`src/sktbl_pkg.sv`:
```
`timescale 1ns / 1ps
`default_nettype none

package sktbl_pkg;

  // Operation codes carried on the command field.
  typedef enum logic [1:0] {
    CMD_CREATE   = 2'd0,
    CMD_VALIDATE = 2'd1,
    CMD_DELETE   = 2'd2,
    CMD_CLEANUP  = 2'd3
  } cmd_e;

  // Result codes carried on the status field.
  typedef enum logic [2:0] {
    ST_OK         = 3'd0,
    ST_BAD_LENGTH = 3'd1,
    ST_TABLE_FULL = 3'd2,
    ST_NOT_FOUND  = 3'd3,
    ST_EXPIRED    = 3'd4
  } status_e;

  // Reset value of the slots-in-use register.
  localparam logic [4:0] SLOTS_IN_USE_RST = 5'd16;

endpackage

`default_nettype wire

```
`src/session_key_table_with_expiry.sv`:
```
`timescale 1ns / 1ps
`default_nettype none

// Session key table with lifetime expiry. Every input transaction carries one
// command (create, validate, delete or clean up expired slots) and produces
// exactly one result transaction with a status, the slot touched, the number of
// live slots afterwards and, for clean-up, the number of slots removed. Keys,
// creation times and lifetimes live in a single synchronous memory with one
// read port and one write port; the per-slot valid bits and the live count are
// flip-flops cleared by reset, so the block is usable right after reset. A
// command walks the slots one per cycle, from slot zero up to the smaller of
// the slots-in-use register and SLOTS, and stops at the first slot that
// settles it. An item is accepted, then visits its slots, each slot's word
// arriving from the memory read port before it is checked, and then its
// result moves into the output register. A command that visits at least one
// slot and reaches the end of the scan without being settled, as every
// clean-up does, still has to see that the scan is over once the last
// slot is checked. A create on a full table and a validate or delete with
// a wrong key length skip the scan and go straight to the result. Items
// are processed one at a time; the next item is accepted as soon as the
// result has moved to the output register, even while that result still
// waits to be taken. The slots-in-use register may only be written while no
// transaction is in flight; it is always ready.
module session_key_table_with_expiry
  import sktbl_pkg::*;
#(
  parameter int SLOTS     = 16,
  parameter int KEY_BYTES = 8
) (
  input  wire logic        clk_i,
  input  wire logic        rst_ni,
  // Configuration write channel
  input  wire logic        cfg_valid_i,
  output logic             cfg_ready_o,
  input  wire logic [4:0]  cfg_data_i,
  // Command channel
  input  wire logic        in_valid_i,
  output logic             in_ready_o,
  input  wire logic [1:0]  command_i,
  input  wire logic [63:0] key_i,
  input  wire logic [7:0]  key_length_i,
  input  wire logic [31:0] lifetime_i,
  input  wire logic [31:0] current_time_i,
  // Result channel
  output logic             out_valid_o,
  input  wire logic        out_ready_i,
  output logic [2:0]       status_o,
  output logic [3:0]       slot_index_o,
  output logic [4:0]       live_count_o,
  output logic [4:0]       cleared_count_o
);

  localparam int KEY_BITS = 8 * KEY_BYTES;
  localparam int IDX_W    = (SLOTS > 1) ? $clog2(SLOTS) : 1;
  localparam int CNT_W    = $clog2(SLOTS + 1);
  localparam int WORD_W   = KEY_BITS + 64;

  typedef enum logic [1:0] {
    S_IDLE,
    S_SCAN,
    S_DONE
  } state_e;

  state_e               state_q, state_d;
  cmd_e                 cmd_q, cmd_d;
  logic [KEY_BITS-1:0]  key_q, key_d;
  logic [31:0]          now_q, now_d;
  logic [31:0]          life_q, life_d;
  logic [4:0]           slots_in_use_q;
  logic [CNT_W-1:0]     limit;

  logic [CNT_W-1:0]     issue_q, issue_d;
  logic                 chk_vld_q, chk_vld_d;
  logic [IDX_W-1:0]     chk_idx_q, chk_idx_d;
  logic [SLOTS-1:0]     slot_valid_q, slot_valid_d;
  logic [CNT_W-1:0]     live_q, live_d;
  logic [CNT_W-1:0]     clr_q, clr_d;

  status_e              res_status_q, res_status_d;
  logic [3:0]           res_idx_q, res_idx_d;

  logic                 out_valid_q, out_valid_d;
  logic [2:0]           out_status_q, out_status_d;
  logic [3:0]           out_idx_q, out_idx_d;
  logic [4:0]           out_live_q, out_live_d;
  logic [4:0]           out_clr_q, out_clr_d;

  // Slot store: {lifetime, creation time, key} per slot.
  logic [WORD_W-1:0]    slot_mem [SLOTS];
  logic [WORD_W-1:0]    mem_rd_q;
  logic                 mem_re;
  logic [IDX_W-1:0]     mem_ra;
  logic                 mem_we;
  logic [IDX_W-1:0]     mem_wa;
  logic [WORD_W-1:0]    mem_wd;

  logic [KEY_BITS-1:0]  ent_key;
  logic [31:0]          ent_created;
  logic [31:0]          ent_life;
  logic [31:0]          ent_age;
  logic                 ent_valid;
  logic                 ent_hit;
  logic                 ent_expired;

  logic                 in_hs;
  logic                 out_hs;

  assign cfg_ready_o     = 1'b1;
  assign in_ready_o      = (state_q == S_IDLE);
  assign in_hs           = in_valid_i & in_ready_o;
  assign out_hs          = out_valid_q & out_ready_i;

  assign out_valid_o     = out_valid_q;
  assign status_o        = out_status_q;
  assign slot_index_o    = out_idx_q;
  assign live_count_o    = out_live_q;
  assign cleared_count_o = out_clr_q;

  // Scans never go past the configured number of slots or the table size.
  always_comb begin
    if (int'(slots_in_use_q) > SLOTS) begin
      limit = CNT_W'(SLOTS);
    end else begin
      limit = CNT_W'(slots_in_use_q);
    end
  end

  // Fields of the slot whose read data arrived this cycle.
  assign ent_key     = mem_rd_q[KEY_BITS-1:0];
  assign ent_created = mem_rd_q[KEY_BITS+31:KEY_BITS];
  assign ent_life    = mem_rd_q[WORD_W-1:KEY_BITS+32];
  assign ent_age     = now_q - ent_created;
  assign ent_valid   = slot_valid_q[chk_idx_q];
  assign ent_hit     = ent_valid && (ent_key == key_q);
  assign ent_expired = ent_age > ent_life;

  always_comb begin
    state_d      = state_q;
    cmd_d        = cmd_q;
    key_d        = key_q;
    now_d        = now_q;
    life_d       = life_q;
    issue_d      = issue_q;
    chk_vld_d    = chk_vld_q;
    chk_idx_d    = chk_idx_q;
    slot_valid_d = slot_valid_q;
    live_d       = live_q;
    clr_d        = clr_q;
    res_status_d = res_status_q;
    res_idx_d    = res_idx_q;
    out_valid_d  = out_valid_q;
    out_status_d = out_status_q;
    out_idx_d    = out_idx_q;
    out_live_d   = out_live_q;
    out_clr_d    = out_clr_q;
    mem_re       = 1'b0;
    mem_ra       = issue_q[IDX_W-1:0];
    mem_we       = 1'b0;
    mem_wa       = chk_idx_q;
    mem_wd       = {life_q, now_q, key_q};

    if (out_hs) begin
      out_valid_d = 1'b0;
    end

    case (state_q)
      S_IDLE: begin
        if (in_hs) begin
          cmd_d        = cmd_e'(command_i);
          key_d        = key_i[KEY_BITS-1:0];
          now_d        = current_time_i;
          life_d       = lifetime_i;
          issue_d      = '0;
          chk_vld_d    = 1'b0;
          clr_d        = '0;
          res_idx_d    = '0;
          res_status_d = ST_OK;
          if ((cmd_e'(command_i) == CMD_CREATE) && (live_q >= limit)) begin
            res_status_d = ST_TABLE_FULL;
            state_d      = S_DONE;
          end else if (((cmd_e'(command_i) == CMD_VALIDATE) ||
                        (cmd_e'(command_i) == CMD_DELETE)) &&
                       (key_length_i != 8'(KEY_BYTES))) begin
            res_status_d = ST_BAD_LENGTH;
            state_d      = S_DONE;
          end else begin
            state_d = S_SCAN;
          end
        end
      end

      S_SCAN: begin
        // Issue the read of the next slot while the previous one is checked.
        if (issue_q < limit) begin
          mem_re    = 1'b1;
          chk_vld_d = 1'b1;
          chk_idx_d = issue_q[IDX_W-1:0];
          issue_d   = issue_q + 1'b1;
        end else begin
          chk_vld_d = 1'b0;
        end

        if (chk_vld_q) begin
          case (cmd_q)
            CMD_CREATE: begin
              if (!ent_valid) begin
                mem_we                  = 1'b1;
                slot_valid_d[chk_idx_q] = 1'b1;
                live_d                  = live_q + 1'b1;
                res_idx_d               = 4'(chk_idx_q);
                res_status_d            = ST_OK;
                state_d                 = S_DONE;
              end
            end
            CMD_VALIDATE: begin
              if (ent_hit) begin
                res_idx_d = 4'(chk_idx_q);
                state_d   = S_DONE;
                if (ent_expired) begin
                  slot_valid_d[chk_idx_q] = 1'b0;
                  if (live_q != '0) begin
                    live_d = live_q - 1'b1;
                  end
                  res_status_d = ST_EXPIRED;
                end
              end
            end
            CMD_DELETE: begin
              if (ent_hit) begin
                slot_valid_d[chk_idx_q] = 1'b0;
                if (live_q != '0) begin
                  live_d = live_q - 1'b1;
                end
                res_idx_d = 4'(chk_idx_q);
                state_d   = S_DONE;
              end
            end
            CMD_CLEANUP: begin
              if (ent_valid && ent_expired) begin
                slot_valid_d[chk_idx_q] = 1'b0;
                if (live_q != '0) begin
                  live_d = live_q - 1'b1;
                end
                clr_d = clr_q + 1'b1;
              end
            end
            default: begin
            end
          endcase
        end else if (issue_q >= limit) begin
          // Every slot below the limit was visited without settling the item.
          case (cmd_q)
            CMD_CREATE:   res_status_d = ST_TABLE_FULL;
            CMD_VALIDATE: res_status_d = ST_NOT_FOUND;
            CMD_DELETE:   res_status_d = ST_NOT_FOUND;
            default:      res_status_d = ST_OK;
          endcase
          state_d = S_DONE;
        end
      end

      S_DONE: begin
        if (!out_valid_q || out_ready_i) begin
          out_valid_d  = 1'b1;
          out_status_d = res_status_q;
          out_idx_d    = res_idx_q;
          out_live_d   = 5'(live_q);
          out_clr_d    = 5'(clr_q);
          state_d      = S_IDLE;
        end
      end

      default: begin
        state_d = S_IDLE;
      end
    endcase
  end

  always_ff @(posedge clk_i or negedge rst_ni) begin
    if (!rst_ni) begin
      state_q        <= S_IDLE;
      slots_in_use_q <= SLOTS_IN_USE_RST;
      issue_q        <= '0;
      chk_vld_q      <= 1'b0;
      slot_valid_q   <= '0;
      live_q         <= '0;
      clr_q          <= '0;
      out_valid_q    <= 1'b0;
    end else begin
      state_q      <= state_d;
      if (cfg_valid_i && cfg_ready_o) begin
        slots_in_use_q <= cfg_data_i;
      end
      issue_q      <= issue_d;
      chk_vld_q    <= chk_vld_d;
      slot_valid_q <= slot_valid_d;
      live_q       <= live_d;
      clr_q        <= clr_d;
      out_valid_q  <= out_valid_d;
    end
  end

  // Payload registers carry no reset.
  always_ff @(posedge clk_i) begin
    cmd_q        <= cmd_d;
    key_q        <= key_d;
    now_q        <= now_d;
    life_q       <= life_d;
    chk_idx_q    <= chk_idx_d;
    res_status_q <= res_status_d;
    res_idx_q    <= res_idx_d;
    out_status_q <= out_status_d;
    out_idx_q    <= out_idx_d;
    out_live_q   <= out_live_d;
    out_clr_q    <= out_clr_d;
  end

  // The slot memory is only written when a create claims a slot, and that
  // ends the scan, so a read never meets a pending write to the same entry.
  always_ff @(posedge clk_i) begin
    if (mem_we) begin
      slot_mem[mem_wa] <= mem_wd;
    end
    if (mem_re) begin
      mem_rd_q <= slot_mem[mem_ra];
    end
  end

`ifndef SYNTHESIS
  a_live_matches_valid: assert property (@(posedge clk_i) disable iff (!rst_ni)
    $countones(slot_valid_q) == int'(live_q))
    else $error("live count differs from the number of valid slots");

  a_live_bounded: assert property (@(posedge clk_i) disable iff (!rst_ni)
    live_q <= CNT_W'(SLOTS))
    else $error("live count exceeds the table size");

  a_scan_in_limit: assert property (@(posedge clk_i) disable iff (!rst_ni)
    (state_q == S_SCAN && chk_vld_q) |-> (CNT_W'(chk_idx_q) < limit))
    else $error("scan checked a slot beyond the limit");

  a_create_sets_valid: assert property (@(posedge clk_i) disable iff (!rst_ni)
    (state_q == S_SCAN && mem_we) |=> slot_valid_q[$past(chk_idx_q)])
    else $error("created slot was not marked valid");
`endif

endmodule

`default_nettype wire

```
`config.mk`:
```
export PLATFORM = sky130hd
export DESIGN_NAME = session_key_table_with_expiry
export DESIGN_NICKNAME = d
export VERILOG_FILES = /design/src/sktbl_pkg.sv /design/src/session_key_table_with_expiry.sv
export SDC_FILE = /design/constraint.sdc
export NUM_CORES = 2
export LEC_CHECK = 0
export ABC_CLOCK_PERIOD_IN_PS = 20900
export BUFFER_PORTS_ARGS = -buffer_cell sky130_fd_sc_hd__buf_4
export CAP_MARGIN = 20
export CORE_ASPECT_RATIO = 1.5
export CORE_MARGIN = 8
export CORE_UTILIZATION = 45
export CTS_CLUSTER_SIZE = 28
export DETAILED_ROUTE_END_ITERATION = 8
export PLACE_DENSITY = 0.61
export SYNTH_ARGS = -nofsm -noshare
export SYNTH_HDL_FRONTEND = slang
export SYNTH_SLANG_ARGS = --single-unit
```
`constraint.sdc`:
```
create_clock -name clk_i -period 20.9 [get_ports clk_i]
set_clock_uncertainty 0.05 [all_clocks]
set_input_delay 5.225 -clock clk_i [delete_from_list [all_inputs] [get_ports clk_i]]
set_output_delay 5.225 -clock clk_i [all_outputs]
set_load 0.05 [all_outputs]
```
==> out/results.tsv <==
stage	metric	value	unit
outcome	outcome	complete, no violations	
routing	wl_met1	87900	um
worst_setup_path	cp-start-kind	flop	
final_layout	final_nets	4340	
run	drv_cap	0	
routing	wl_per_cell	29.8	um
power_and_ir_drop	power_density	120	nW/um^2
logic_synthesis	synth-seq-cells	2374	
routing	drc	0	
place	hpwlAfterDp	99800	um
routing	wl_met2	101000	um
timing	slew_viol_final	0	
logic_synthesis	synth_most_common_cell	edfxtp_1	
logic_synthesis	synth_top_area_share	77.2	%
timing	setup_viol	0	
logic_synthesis	synth_nets	4044	
timing	period_share	34.1	%
global_routing	grt_max_degree	100	
worst_setup_path	critPathCaptureType	flop	
routing	vias	40433	
power_and_ir_drop	leakage	32.0	nW
cts	clk_latency	0.84	ns
logic_synthesis	synthesis.area	90800	sq um
cts	post_cts_resized	0	
logic_synthesis	yosysSeqAreaShare	78.3	%
power_and_ir_drop	total_power	0.0123	W
final_layout	drive_gt1_share	28.1	%
final_layout	utilization	50.8	%
global_routing	grt_pass1_wl	298000	um
worst_setup_path	crit_end	live_q[2]	
cts	cts_buffers	217	
timing	period_minus_slack	7.12	ns
global_routing	first_global_vias	41996	
logic_synthesis	synthFlopType	edfxtp_1	
cts	hold_buffers	0	
power_and_ir_drop	irDropWorstVdd	0.0000940	V
hold_path	hold_class	flop to flop	
timing	hold_ws	0.371	ns
timing	hold_viol_final	0	
hold_path	holdPathStages	0	
timing	fmax	140	MHz
routing	dr.max_layer_used	met5	
cts	cts_setup_buffers	0	
cts	h-tree-depth	4	
worst_setup_path	worstPathArrival	7.78	ns
final_layout	final-instance-count-excl-fill	6923	
worst_setup_path	r2r_end	live_q[2]	
routing	vias_per_cell	5.84	
floorplanning	initial_utilization	45.1	%
logic_synthesis	yosysTopAreaCell	edfxtp_1	
global_routing	grt.total_usage	18.7	%
global_routing	grt_antenna_before_repair	13	
routing	finalWirelength	206000	um
worst_setup_path	r2r_setup_slack	13.78	ns
cts	cts_tree	yes	
cts	cts_buffer_depth	4	
worst_setup_path	critPathMaxFanout	19	
floorplanning	ioPinCount	168	
routing	ant_nets	0	
place	place_congestion	0.762	
logic_synthesis	yosys-top-cells-area	edfxtp_1 77%, mux4_2 16%, ha_1 1.1%	
logic_synthesis	syn_inst	3811	
worst_setup_path	cp.required	21.56	ns
cts	cts_root_buf	clkbuf_16	
timing	max_slew_margin	19.3	%
logic_synthesis	ys_types	62	
logic_synthesis	synth.top_cells.by_count	2334 x edfxtp_1, 645 x mux4_2, 108 x clkbuf_1	
worst_setup_path	critical_path_class	flop to flop	
worst_setup_path	crit_start	now_q[0]	
logic_synthesis	avgSynthCellArea	23.8	sq um
floorplanning	num_rows	202	
global_routing	overflow	0	
routing	drt_iter0_drc	3898	
floorplanning	die-area	217000	sq um
routing	wl_met3	13500	um
place	placed_cells	6539	
routing	first_pass_iters	7	
floorplanning	die_w	383	um
logic_synthesis	synth_edf_count	2334	
cts	clkTransAtPathRegs	0.07	ns
worst_setup_path	worstRegToRegCells	24	
place	io_buffers	166	
cts	clock_sinks	2374	
worst_setup_path	reg2reg_from	now_q[0]	
logic_synthesis	yosys_warnings	0	
logic_synthesis	synth_async_sr_flop_share	1.68	%
floorplanning	core_area	201000	sq um
timing	tightestPinTransition	1.20	ns
final_layout	syn_to_final_growth	12.7	%
floorplanning	die_h	566	um
timing	fin_tns_setup	0	ns
timing	rsz0062_at_grt	false	
[cells by family (layout without fill, tap and decap cells)]
kind of cell | count (synthesis) | count (layout) | synth area share, %
fa+ha+maj | 85 | 85 | 1.19
simple gates | 201 | 201 | 1.15
other cells | 1 | 3 | 0.00413
buf+inv | 243 | 701 | 1.02
xor+xnor | 103 | 103 | 0.994
flops | 2374 | 2374 | 78.3
mux | 671 | 671 | 16.3
compound gates | 133 | 133 | 0.982
[cell usage in the layout (no fill, tap or decap), drive strengths merged, types with 3 or more instances in the layout]
| master | Yosys | layout |
|---|---|---|
| a211o | 3 | 3 |
| a211oi | 3 | 3 |
| a21o | 29 | 29 |
| a21oi | 32 | 32 |
| a31oi | 5 | 5 |
| and2 | 4 | 4 |
| and3 | 8 | 8 |
| buf | 52 | 237 |
| bufinv | 0 | 13 |
| clkbuf | 108 | 282 |
| clkinv | 2 | 76 |
| clkinvlp | 0 | 9 |
| dfrtp | 39 | 39 |
| edfxtp | 2334 | 2334 |
| ha | 83 | 83 |
| inv | 81 | 84 |
| mux2 | 25 | 25 |
| mux4 | 645 | 645 |
| nand2 | 33 | 33 |
| nand2b | 9 | 9 |
| nand3 | 24 | 24 |
| nand4 | 19 | 19 |
| nor2 | 46 | 46 |
| nor2b | 16 | 16 |
| nor3 | 8 | 8 |
| nor4 | 22 | 22 |
| o21a | 10 | 10 |
| o21ai | 27 | 27 |
| o21bai | 4 | 4 |
| o31ai | 3 | 3 |
| or4 | 3 | 3 |
| xnor2 | 25 | 25 |
| xor2 | 78 | 78 |
[state kept, by name, indices dropped and copies added (netlist names), 4 cells and up, named ones only]
signal           count
slot_index_o         4
cleared_count_o      5
key_q               64
live_q               5
slots_in_use_q       5
now_q               32
slot_mem          2048
issue_q              5
life_q              32
chk_idx_q            4
clr_q                5
live_count_o         5
mem_rd_q           128
res_idx_q            4
[power breakdown]
part	switching [W]	internal (W)	leakage [nW]
Sequential	0.000317	0.00566	21.6
Combinational	0.00126	0.00127	7.24
Clock	0.00168	0.00211	3.21
Total	0.00326	0.00904	32.0
[how the worst min path moves through the flow]
stage	slack (ns)	end	startpoint
after floorplan	0.35	slot_index_o[0]	res_idx_q[0]
after global placement	0.36	status_o[1]	res_status_q[1]
after detailed placement	0.36	status_o[1]	res_status_q[1]
after CTS	0.37	status_o[1]	res_status_q[1]
after global routing	0.39	status_o[1]	res_status_q[1]
final	0.37	status_o[1]	res_status_q[1]
[routing by layer]
layer	vias up	track usage [%]
li1	16752	-
met1	22148	26.9
met2	1262	30.2
met3	265	3.34
met4	6	4.15
met5	-	0
[layout make-up]
type | instances | area, sq um
multi-input cells | 1194 | 18900
well taps | 2652 | 3320
diodes | 2 | 5.00
clock buffers | 282 | 5810
repair buffers | 237 | 1990
fillers | 15817 | 98900
clock inverters | 99 | 822
flip-flops and latches | 2374 | 71100
inverters | 83 | 319
[critical path, stage by stage, from the launching register on]
cell	delay [ns]
edfxtp_1	0.60
inv_1	0.13
ha_1	0.20
inv_1	0.06
fa_1	0.40
a21o_1	0.21
a221oi_2	0.38
o21ai_2	0.17
a41oi_2	0.27
a31oi_1	0.19
a211o_1	0.32
a221o_1	0.38
a211o_1	0.29
a21oi_2	0.14
xnor2_1	0.08
ha_1	0.30
nand4_1	0.14
nor4_1	0.50
o311a_1	0.25
nor3_1	0.09
buf_4	0.19
o31ai_1	0.29
and4b_1	0.69
nand2_1	0.29
mux2_1	0.38
[per-stage QoR]
step	setup slack [ns]	instance area (sq um)
2_1_floorplan	5.25	90800
3_3_place_gp	13.24	95600
3_5_place_dp	13.18	95600
4_1_cts	13.81	102000
5_1_grt	13.26	102000
6_report	13.78	102000
Note: power is estimated with default switching activity, not from simulation.
